$ cat config.mk
export PLATFORM = sky130hd
export DESIGN_NAME = jetp_ctrl
export DESIGN_NICKNAME = d
export VERILOG_FILES = /design/src/sv/jetp_pkg.sv /design/src/sv/jetp_ctrl.sv
export VERILOG_INCLUDE_DIRS = /design/src /design/src/sv
export SDC_FILE = /design/constraint.sdc
export NUM_CORES = 1
export LEC_CHECK = 0
export ABC_CLOCK_PERIOD_IN_PS = 3450
export BUFFER_PORTS_ARGS = -buffer_cell sky130_fd_sc_hd__buf_2
export CAP_MARGIN = 25
export CORE_AREA = 2 2 60 62
export DETAILED_ROUTE_END_ITERATION = 12
export DIE_AREA = 0 0 62 64
export HOLD_SLACK_MARGIN = 0.15
export PLACE_DENSITY = 0.76
export SLEW_MARGIN = 20
export SYNTH_ARGS = -nofsm -noshare
export SYNTH_HDL_FRONTEND = slang
export SYNTH_SLANG_ARGS = --single-unit
$ cat constraint.sdc
create_clock -name clk_i -period 3.45 [get_ports clk_i]
set_clock_uncertainty 0.05 [all_clocks]
set_input_delay 0.1725 -clock clk_i [delete_from_list [all_inputs] [get_ports clk_i]]
set_output_delay 0.1725 -clock clk_i [all_outputs]
set_load 0.02 [all_outputs]
$ cat src/sv/julia_escape_time_pixel_top_defines.svh
// Assertion macros of the Julia escape-time pixel unit, used by its controller.
`ifndef JULIA_ESCAPE_TIME_PIXEL_TOP_DEFINES_SVH
`define JULIA_ESCAPE_TIME_PIXEL_TOP_DEFINES_SVH

// Same-cycle implication, checked only out of reset.
`define JETP_ASSERT_SAME(lbl, clk, rst_n, ante, cons, msg) \
  lbl: assert property (@(posedge clk) disable iff (!rst_n) (ante) |-> (cons)) \
    else $error(msg);

// Next-cycle implication, checked only out of reset.
`define JETP_ASSERT_NEXT(lbl, clk, rst_n, ante, cons, msg) \
  lbl: assert property (@(posedge clk) disable iff (!rst_n) (ante) |=> (cons)) \
    else $error(msg);

`endif

$ cat src/sv/jetp_pkg.sv
// Package with types, constants and the color function of the Julia pixel unit.
package jetp_pkg;

  localparam int unsigned COORD_BITS = 12;
  localparam int unsigned ITER_BITS  = 12;
  localparam int unsigned CFG_W      = 32;
  localparam int unsigned CFG_IDX_W  = 3;
  localparam int unsigned COLOR_W    = 24;

  // Register indexes of the configuration port.
  localparam logic [CFG_IDX_W-1:0] REG_RE_START   = 3'd0;
  localparam logic [CFG_IDX_W-1:0] REG_IM_START   = 3'd1;
  localparam logic [CFG_IDX_W-1:0] REG_RE_STEP    = 3'd2;
  localparam logic [CFG_IDX_W-1:0] REG_IM_STEP    = 3'd3;
  localparam logic [CFG_IDX_W-1:0] REG_C_REAL     = 3'd4;
  localparam logic [CFG_IDX_W-1:0] REG_C_IMAG     = 3'd5;
  localparam logic [CFG_IDX_W-1:0] REG_ITER_LIMIT = 3'd6;

  // Register values after reset.
  localparam logic signed [CFG_W-1:0] RST_RE_START = -32'sd402653184;
  localparam logic signed [CFG_W-1:0] RST_IM_START = -32'sd268435456;
  localparam logic signed [CFG_W-1:0] RST_RE_STEP  = 32'sd1258291;
  localparam logic signed [CFG_W-1:0] RST_IM_STEP  = 32'sd1118481;
  localparam logic signed [CFG_W-1:0] RST_C_REAL   = -32'sd187904819;
  localparam logic signed [CFG_W-1:0] RST_C_IMAG   = 32'sd72517838;
  localparam logic [ITER_BITS-1:0]    RST_LIMIT    = 12'd300;

  // Hue sector width of the six-sector rule.
  localparam logic [7:0] SECTOR = 8'd43;

  typedef struct packed {
    logic [COORD_BITS-1:0] column;
    logic [COORD_BITS-1:0] row;
  } in_req_t;

  typedef struct packed {
    logic [COORD_BITS-1:0] pixel_column;
    logic [COORD_BITS-1:0] pixel_row;
    logic [ITER_BITS-1:0]  iterations;
    logic                  escaped;
    logic [COLOR_W-1:0]    color;
  } out_res_t;

  // Commands from the controller to the datapath.
  typedef struct packed {
    logic                 cap_in;
    logic                 init_mul;
    logic                 init_add;
    logic                 iter_mul;
    logic                 z_load;
    logic                 out_load;
    logic [ITER_BITS-1:0] iterations;
    logic                 escaped;
  } jetp_cmd_t;

  // Status from the datapath to the controller.
  typedef struct packed {
    logic mag_over;
    logic bound_over;
  } jetp_sts_t;

  // Full-saturation, full-value color for one hue.
  function automatic logic [COLOR_W-1:0] hue_color(input logic [7:0] h);
    logic [2:0]  region;
    logic [7:0]  base;
    logic [7:0]  rem;
    logic [15:0] sq;
    logic [15:0] st;
    logic [15:0] qw;
    logic [15:0] tw;
    logic [7:0]  q;
    logic [7:0]  t;
    logic [7:0]  r;
    logic [7:0]  g;
    logic [7:0]  b;
    if (h >= 8'd215) begin
      region = 3'd5;
    end else if (h >= 8'd172) begin
      region = 3'd4;
    end else if (h >= 8'd129) begin
      region = 3'd3;
    end else if (h >= 8'd86) begin
      region = 3'd2;
    end else if (h >= SECTOR) begin
      region = 3'd1;
    end else begin
      region = 3'd0;
    end
    base = 8'({5'd0, region} * SECTOR);
    rem  = 8'((h - base) * 8'd6);
    sq   = 16'd255 * {8'd0, rem};
    st   = 16'd255 * {8'd0, 8'd255 - rem};
    qw   = 16'd255 * {8'd0, 8'd255 - sq[15:8]};
    tw   = 16'd255 * {8'd0, 8'd255 - st[15:8]};
    q    = qw[15:8];
    t    = tw[15:8];
    unique case (region)
      3'd0: begin r = 8'd255; g = t;      b = 8'd0;   end
      3'd1: begin r = q;      g = 8'd255; b = 8'd0;   end
      3'd2: begin r = 8'd0;   g = 8'd255; b = t;      end
      3'd3: begin r = 8'd0;   g = q;      b = 8'd255; end
      3'd4: begin r = t;      g = 8'd0;   b = 8'd255; end
      default: begin r = 8'd255; g = 8'd0; b = q;     end
    endcase
    return {r, g, b};
  endfunction

endpackage

$ cat src/sv/jetp_ctrl.sv
// Controller state machine of the Julia pixel unit: sequencing, counts and handshakes.
`include "julia_escape_time_pixel_top_defines.svh"

module jetp_ctrl (
  input  logic                          clk_i,
  input  logic                          rst_ni,
  input  logic                          in_valid_i,
  output logic                          in_stall_o,
  output logic                          out_valid_o,
  input  logic                          out_stall_i,
  input  logic [jetp_pkg::ITER_BITS-1:0] limit_i,
  input  jetp_pkg::jetp_sts_t           sts_i,
  output jetp_pkg::jetp_cmd_t           cmd_o
);
  import jetp_pkg::*;

  localparam logic [2:0] S_IDLE     = 3'd0;
  localparam logic [2:0] S_INIT_MUL = 3'd1;
  localparam logic [2:0] S_INIT_ADD = 3'd2;
  localparam logic [2:0] S_ITER_MUL = 3'd3;
  localparam logic [2:0] S_ITER_ADD = 3'd4;
  localparam logic [2:0] S_WRITE    = 3'd5;

  logic [2:0]           state_q, state_d;
  logic [ITER_BITS-1:0] cnt_q, cnt_d;
  logic [ITER_BITS-1:0] idx;
  logic                 esc_q, esc_d;
  logic                 pend_q, pend_d;
  logic                 out_valid_q, out_valid_d;
  logic                 out_free;

  assign in_stall_o  = (state_q != S_IDLE);
  assign out_valid_o = out_valid_q;
  assign out_free    = !out_valid_q || !out_stall_i;

  // Index of the iteration about to run in the add step.
  assign idx = pend_q ? cnt_q + 1'b1 : '0;

  // Next-state and command logic.
  always_comb begin
    state_d = state_q;
    cnt_d   = cnt_q;
    esc_d   = esc_q;
    pend_d  = pend_q;
    cmd_o   = '0;
    cmd_o.iterations = cnt_q;
    cmd_o.escaped    = esc_q;
    unique case (state_q)
      S_IDLE: begin
        if (in_valid_i) begin
          cmd_o.cap_in = 1'b1;
          pend_d  = 1'b0;
          state_d = S_INIT_MUL;
        end
      end
      S_INIT_MUL: begin
        cmd_o.init_mul = 1'b1;
        state_d = S_INIT_ADD;
      end
      S_INIT_ADD: begin
        cmd_o.init_add = 1'b1;
        if (limit_i == '0) begin
          cnt_d   = '0;
          esc_d   = 1'b0;
          state_d = S_WRITE;
        end else begin
          state_d = S_ITER_MUL;
        end
      end
      S_ITER_MUL: begin
        cmd_o.iter_mul = 1'b1;
        state_d = S_ITER_ADD;
      end
      S_ITER_ADD: begin
        // The magnitude test of the last point comes first, then the limit.
        priority if (pend_q && sts_i.mag_over) begin
          esc_d   = 1'b1;
          state_d = S_WRITE;
        end else if (pend_q && idx == limit_i) begin
          cnt_d   = limit_i;
          esc_d   = 1'b0;
          state_d = S_WRITE;
        end else if (sts_i.bound_over) begin
          cnt_d   = idx;
          esc_d   = 1'b1;
          state_d = S_WRITE;
        end else begin
          cmd_o.z_load = 1'b1;
          cnt_d   = idx;
          pend_d  = 1'b1;
          state_d = S_ITER_MUL;
        end
      end
      S_WRITE: begin
        if (out_free) begin
          cmd_o.out_load = 1'b1;
          state_d = S_IDLE;
        end
      end
      default: begin
        state_d = S_IDLE;
      end
    endcase
  end

  // Output valid follows loads and taken results.
  always_comb begin
    out_valid_d = out_valid_q;
    if (cmd_o.out_load) begin
      out_valid_d = 1'b1;
    end else if (!out_stall_i) begin
      out_valid_d = 1'b0;
    end
  end

  always_ff @(posedge clk_i or negedge rst_ni) begin
    if (!rst_ni) begin
      state_q     <= S_IDLE;
      cnt_q       <= '0;
      esc_q       <= 1'b0;
      pend_q      <= 1'b0;
      out_valid_q <= 1'b0;
    end else begin
      state_q     <= state_d;
      cnt_q       <= cnt_d;
      esc_q       <= esc_d;
      pend_q      <= pend_d;
      out_valid_q <= out_valid_d;
    end
  end

  `JETP_ASSERT_SAME(a_final_count, clk_i, rst_ni, state_q == S_WRITE,
    esc_q ? (cnt_q < limit_i) : (cnt_q == limit_i), "final count disagrees with escape flag")
  `JETP_ASSERT_SAME(a_loop_count, clk_i, rst_ni, state_q == S_ITER_MUL && pend_q,
    cnt_q < limit_i, "iteration count reached the limit inside the loop")
  `JETP_ASSERT_NEXT(a_mul_then_add, clk_i, rst_ni, state_q == S_ITER_MUL,
    state_q == S_ITER_ADD, "product step not followed by the add step")
  `JETP_ASSERT_NEXT(a_write_waits, clk_i, rst_ni,
    state_q == S_WRITE && out_valid_q && out_stall_i,
    state_q == S_WRITE && out_valid_q, "result overwrote a stalled result")

endmodule

==> impl.org <==
** Timing
- Setup repair after global routing left no endpoint under its margin.
- The worst path needs 3160 ps of the cycle, external delays included.
- Hold_ws :: 154 ps
- Final Hold Fails :: 0
- Highest achievable clock rate :: 0.316 GHz
- Total negative slack :: 0 ps
- Number of pins exceeding their max-slew limit in the final report :: 0
- Final setup violation count :: 0
- Measured against its own limit, the worst slew margin works out to 0.447.
- For the pin with the worst max-slew slack, the measured transition is 827 ps.
- Final worst-path cycle share :: 0.917

** Critical path
- Arrival @ worst endpoint :: 2940 ps
- For this run, the slowest stage of the critical path takes 560 ps.
- Traced cell by cell, the critical path runs through ha_1 -> inv_1 -> or3_4 -> a2111oi_2 -> o32ai_1 -> nor4_4 -> nand2b_1 -> nor2_1 -> buf_2.
- Library cell contributing the largest single delay on the critical path :: sky130_fd_sc_hd__dfrtp_1
- STA classifies the critical path endpoint as an output pin.
- The worst setup path is launched from a register.
- The worst setup path is of the register to output pin kind.
- Along the worst path, the maximum fanout reaches 10.
- Data on the critical path is required at its endpoint by 3230 ps.

** Clocking
- Cells resized by post-CTS repair :: 0
- CTS H-tree depth :: 1
- Number of buffers created by CTS :: 3
- The clock drives 18 sinks.
- Clock tree from TritonCTS :: built
- The clock reaches the later pin of the worst-skew pair after 300 ps.
- In this run the deepest clock path goes through 2 buffers.
- The cell sitting at the root of the clock tree is a sky130_fd_sc_hd__clkbuf_4.
- Clock-pin slew was measured on the worst setup and hold paths at 120 ps.

** Global route
- Initial antenna violation count :: 0
- After global routing the overflow that remains totals 0.
- The first global-routing pass estimated 6.45 mm of wire.
- Pin count of the biggest net entering global routing :: 19
- The via count of the first global-routing pass came to 1378.
- For this run, the total global-route usage over all layers was measured as 0.216.

** Floorplanning
- Measured along the y axis, the die boundary spans 64 um.
- For this configuration, the core starts out at a cell density of 0.480.
- After floorplanning, the core was sized to cover 3280 um2.
- Top-Level Pins :: 39
- The die covers 3970 um2.
- Site row count :: 21
- In this run the horizontal extent of the chip is 62 um.

** Detailed routing
- Post-route DRC violation count :: 0
- First-pass DRT Iterations :: 4
- Via density per instance :: 5.67
- DRT antenna net count :: 0
- Routed wire length :: 4.04 mm
- In this run, the number of DRC markers left after iteration 0 of detailed routing was 63.
- Dividing the detail-routed wire length by the instance count gives 14.6 um.
- The routed layout has 1570 vias.

** Synth
- Number of instances in the synthesized netlist :: 195
- Synthesized area divided by synthesized cell count :: 8.08 um2
- Cell type with the largest total area after synthesis :: sky130_fd_sc_hd__dfrtp_1
- When the netlist entered floorplanning its net count stood at 215.
- Most common cell in the synthesized netlist :: sky130_fd_sc_hd__nand2_1
- Post-synth top cells :: 19 x sky130_fd_sc_hd__nand2_1, 18 x sky130_fd_sc_hd__dfrtp_1, 18 x sky130_fd_sc_hd__nand3_1
- In the synthesized netlist the dominant register cell turns out to be sky130_fd_sc_hd__dfrtp_1.
- After synthesis, the share of flip-flops with an asynchronous set or reset is 1.00.
- Synth Cell Area :: 1580 um2
- Top cells by area, synth :: sky130_fd_sc_hd__dfrtp_1 29%, sky130_fd_sc_hd__nand3_1 5.7%, sky130_fd_sc_hd__nand2_1 4.5%
- Share of the synthesized area in the top cell type :: 0.286
- Number of flip-flops and latches in the synthesized netlist :: 18
- Netlist cell types :: 51
- For this run, the number of Yosys warnings is 0.
- Part of the Yosys area used for sequential elements :: 0.286
- Yosys mapped a number of flops with a built-in enable equal to 0.

** Layout
- Nets :: 252
- The area growth from synthesis to layout is 16.8%.
- The number of antenna diodes in the final layout is 0.
- The finished layout holds 277 standard cells, fillers aside.
- Share of cells above drive strength 1 :: 0.242
- Finished layout cell area :: 1840 um2

** Min path
- The min-delay analysis places its worst path in the category input port to register.

** Status
- Result of the run :: finished, final reports clean

** Power
- Maximum vdd ir drop :: 0.000161 V
- Summed over all cells, the static leakage comes to 0.837 nW.
- Final Total Pwr :: 778 uW
- Dividing total power by cell area gives a power density of 423 nW/um2.

** Placement
- Final Wtd Congestion :: 0.998
- In this run, placement finished with an instance count of 268.
- After legalization and detailed placement, the total HPWL measured 2.93 mm.
- Once placement finished, the instance area stood at 1760 um2.
- Port-buffer cells :: 38

** Flow run
- Across the run, the number of max-cap violations was 0.
-- per-layer routing --
metal | vias to the layer above | routed length [um] | track usage
met2 | 45 | 1900 | 0.335
li1 | 785 | - | -
met1 | 731 | 1840 | 0.297
met3 | 9 | 213 | 0.0304
met4 | 0 | 86 | 0.0824
met5 | - | 0 | 0
-- area by class of cell --
class | count | area [um2]
multi-input cells | 160 | 1030
inverters | 4 | 15.0
fillers | 312 | 1450
repair buffers | 45 | 248
well taps | 46 | 57.6
flip-flops and latches | 18 | 450
clock buffers | 4 | 36.3
-- cell usage in the layout (no fill, tap or decap), drive strengths merged, types with 3 or more instances in the layout --
cell type	netlist	routed
nand2b	5	5
or2	4	4
nand3	18	18
nor4	8	8
mux2i	6	6
o31ai	4	4
buf	7	43
inv	4	4
xor2	7	7
clkbuf	6	4
dfrtp	18	18
nor3	8	8
a21oi	5	5
or3	5	5
and3	4	4
o21ai	12	12
nor2	17	17
xnor2	6	6
nand2	19	19
a211o	3	3
-- report_power, final --
group	total (mW)	internal [mW]	switching (mW)
Clock	0.138	0.0644	0.0732
Combinational	0.318	0.111	0.207
Sequential	0.322	0.246	0.0760
-- cells by family (layout without fill, tap and decap cells) --
family                     Yosys count  after routing  synth area share
and+or+nand+nor                     98             98             0.346
AOI/OAI and AO/OA                   41             41             0.183
DFF                                 18             18             0.286
buffers and inverters               17             53            0.0588
xor gates and xnor gates            13             13            0.0723
muxes                                6              6            0.0381
adders and majority gates            2              2            0.0159
-- path summary, 6_finish.rpt --
| check | start | end | slack (ps) | cells past startpoint |
|---|---|---|---|---|
| worst max-delay path | cnt_q[0] | cmd_o[14] | 290 | 9 |
| max in group asynchronous | rst_ni | state_q[2] | 2790 | 2 |
| worst max register to register | cnt_q[0] | cnt_q[10] | 440 | 10 |
| worst min-delay path | in_valid_i | state_q[0] | 150 | 3 |
| worst min register to register | out_valid_o | out_valid_o | 480 | 2 |
| min in group asynchronous | rst_ni | cnt_q[4] | 270 | 2 |
-- timing repair --
| action | in CTS | in global routing |
|---|---|---|
| hold buffers | 2 | 0 |
| endpoints found under the hold margin | 19 | 0 |
| setup buffers | 0 | 3 |
| setup endpoints to repair | 0 | 1 |
-- sequential cells by signal, summed over array words and instances (netlist names) --
name / flops
pend_q: 1
state_q: 3
out_valid_o: 1
esc_q: 1
cnt_q: 12
-- critical path, delay by kind of cell (launching register included) --
kind            cells  cell delay (ps)
fa+ha+maj           1              260
simple gates        4             1080
compound gates      2              530
buf+inv             2              210
flops               1              560
-- through the flow --
stage,setup WS (ps),utilization
after CTS,29.4,0.553
after floorplan,692,-
after detailed placement,309,0.536
after global placement,425,0.536
after global routing,84.9,0.560
final,286,0.560
Power figures use the tool's default switching activity.
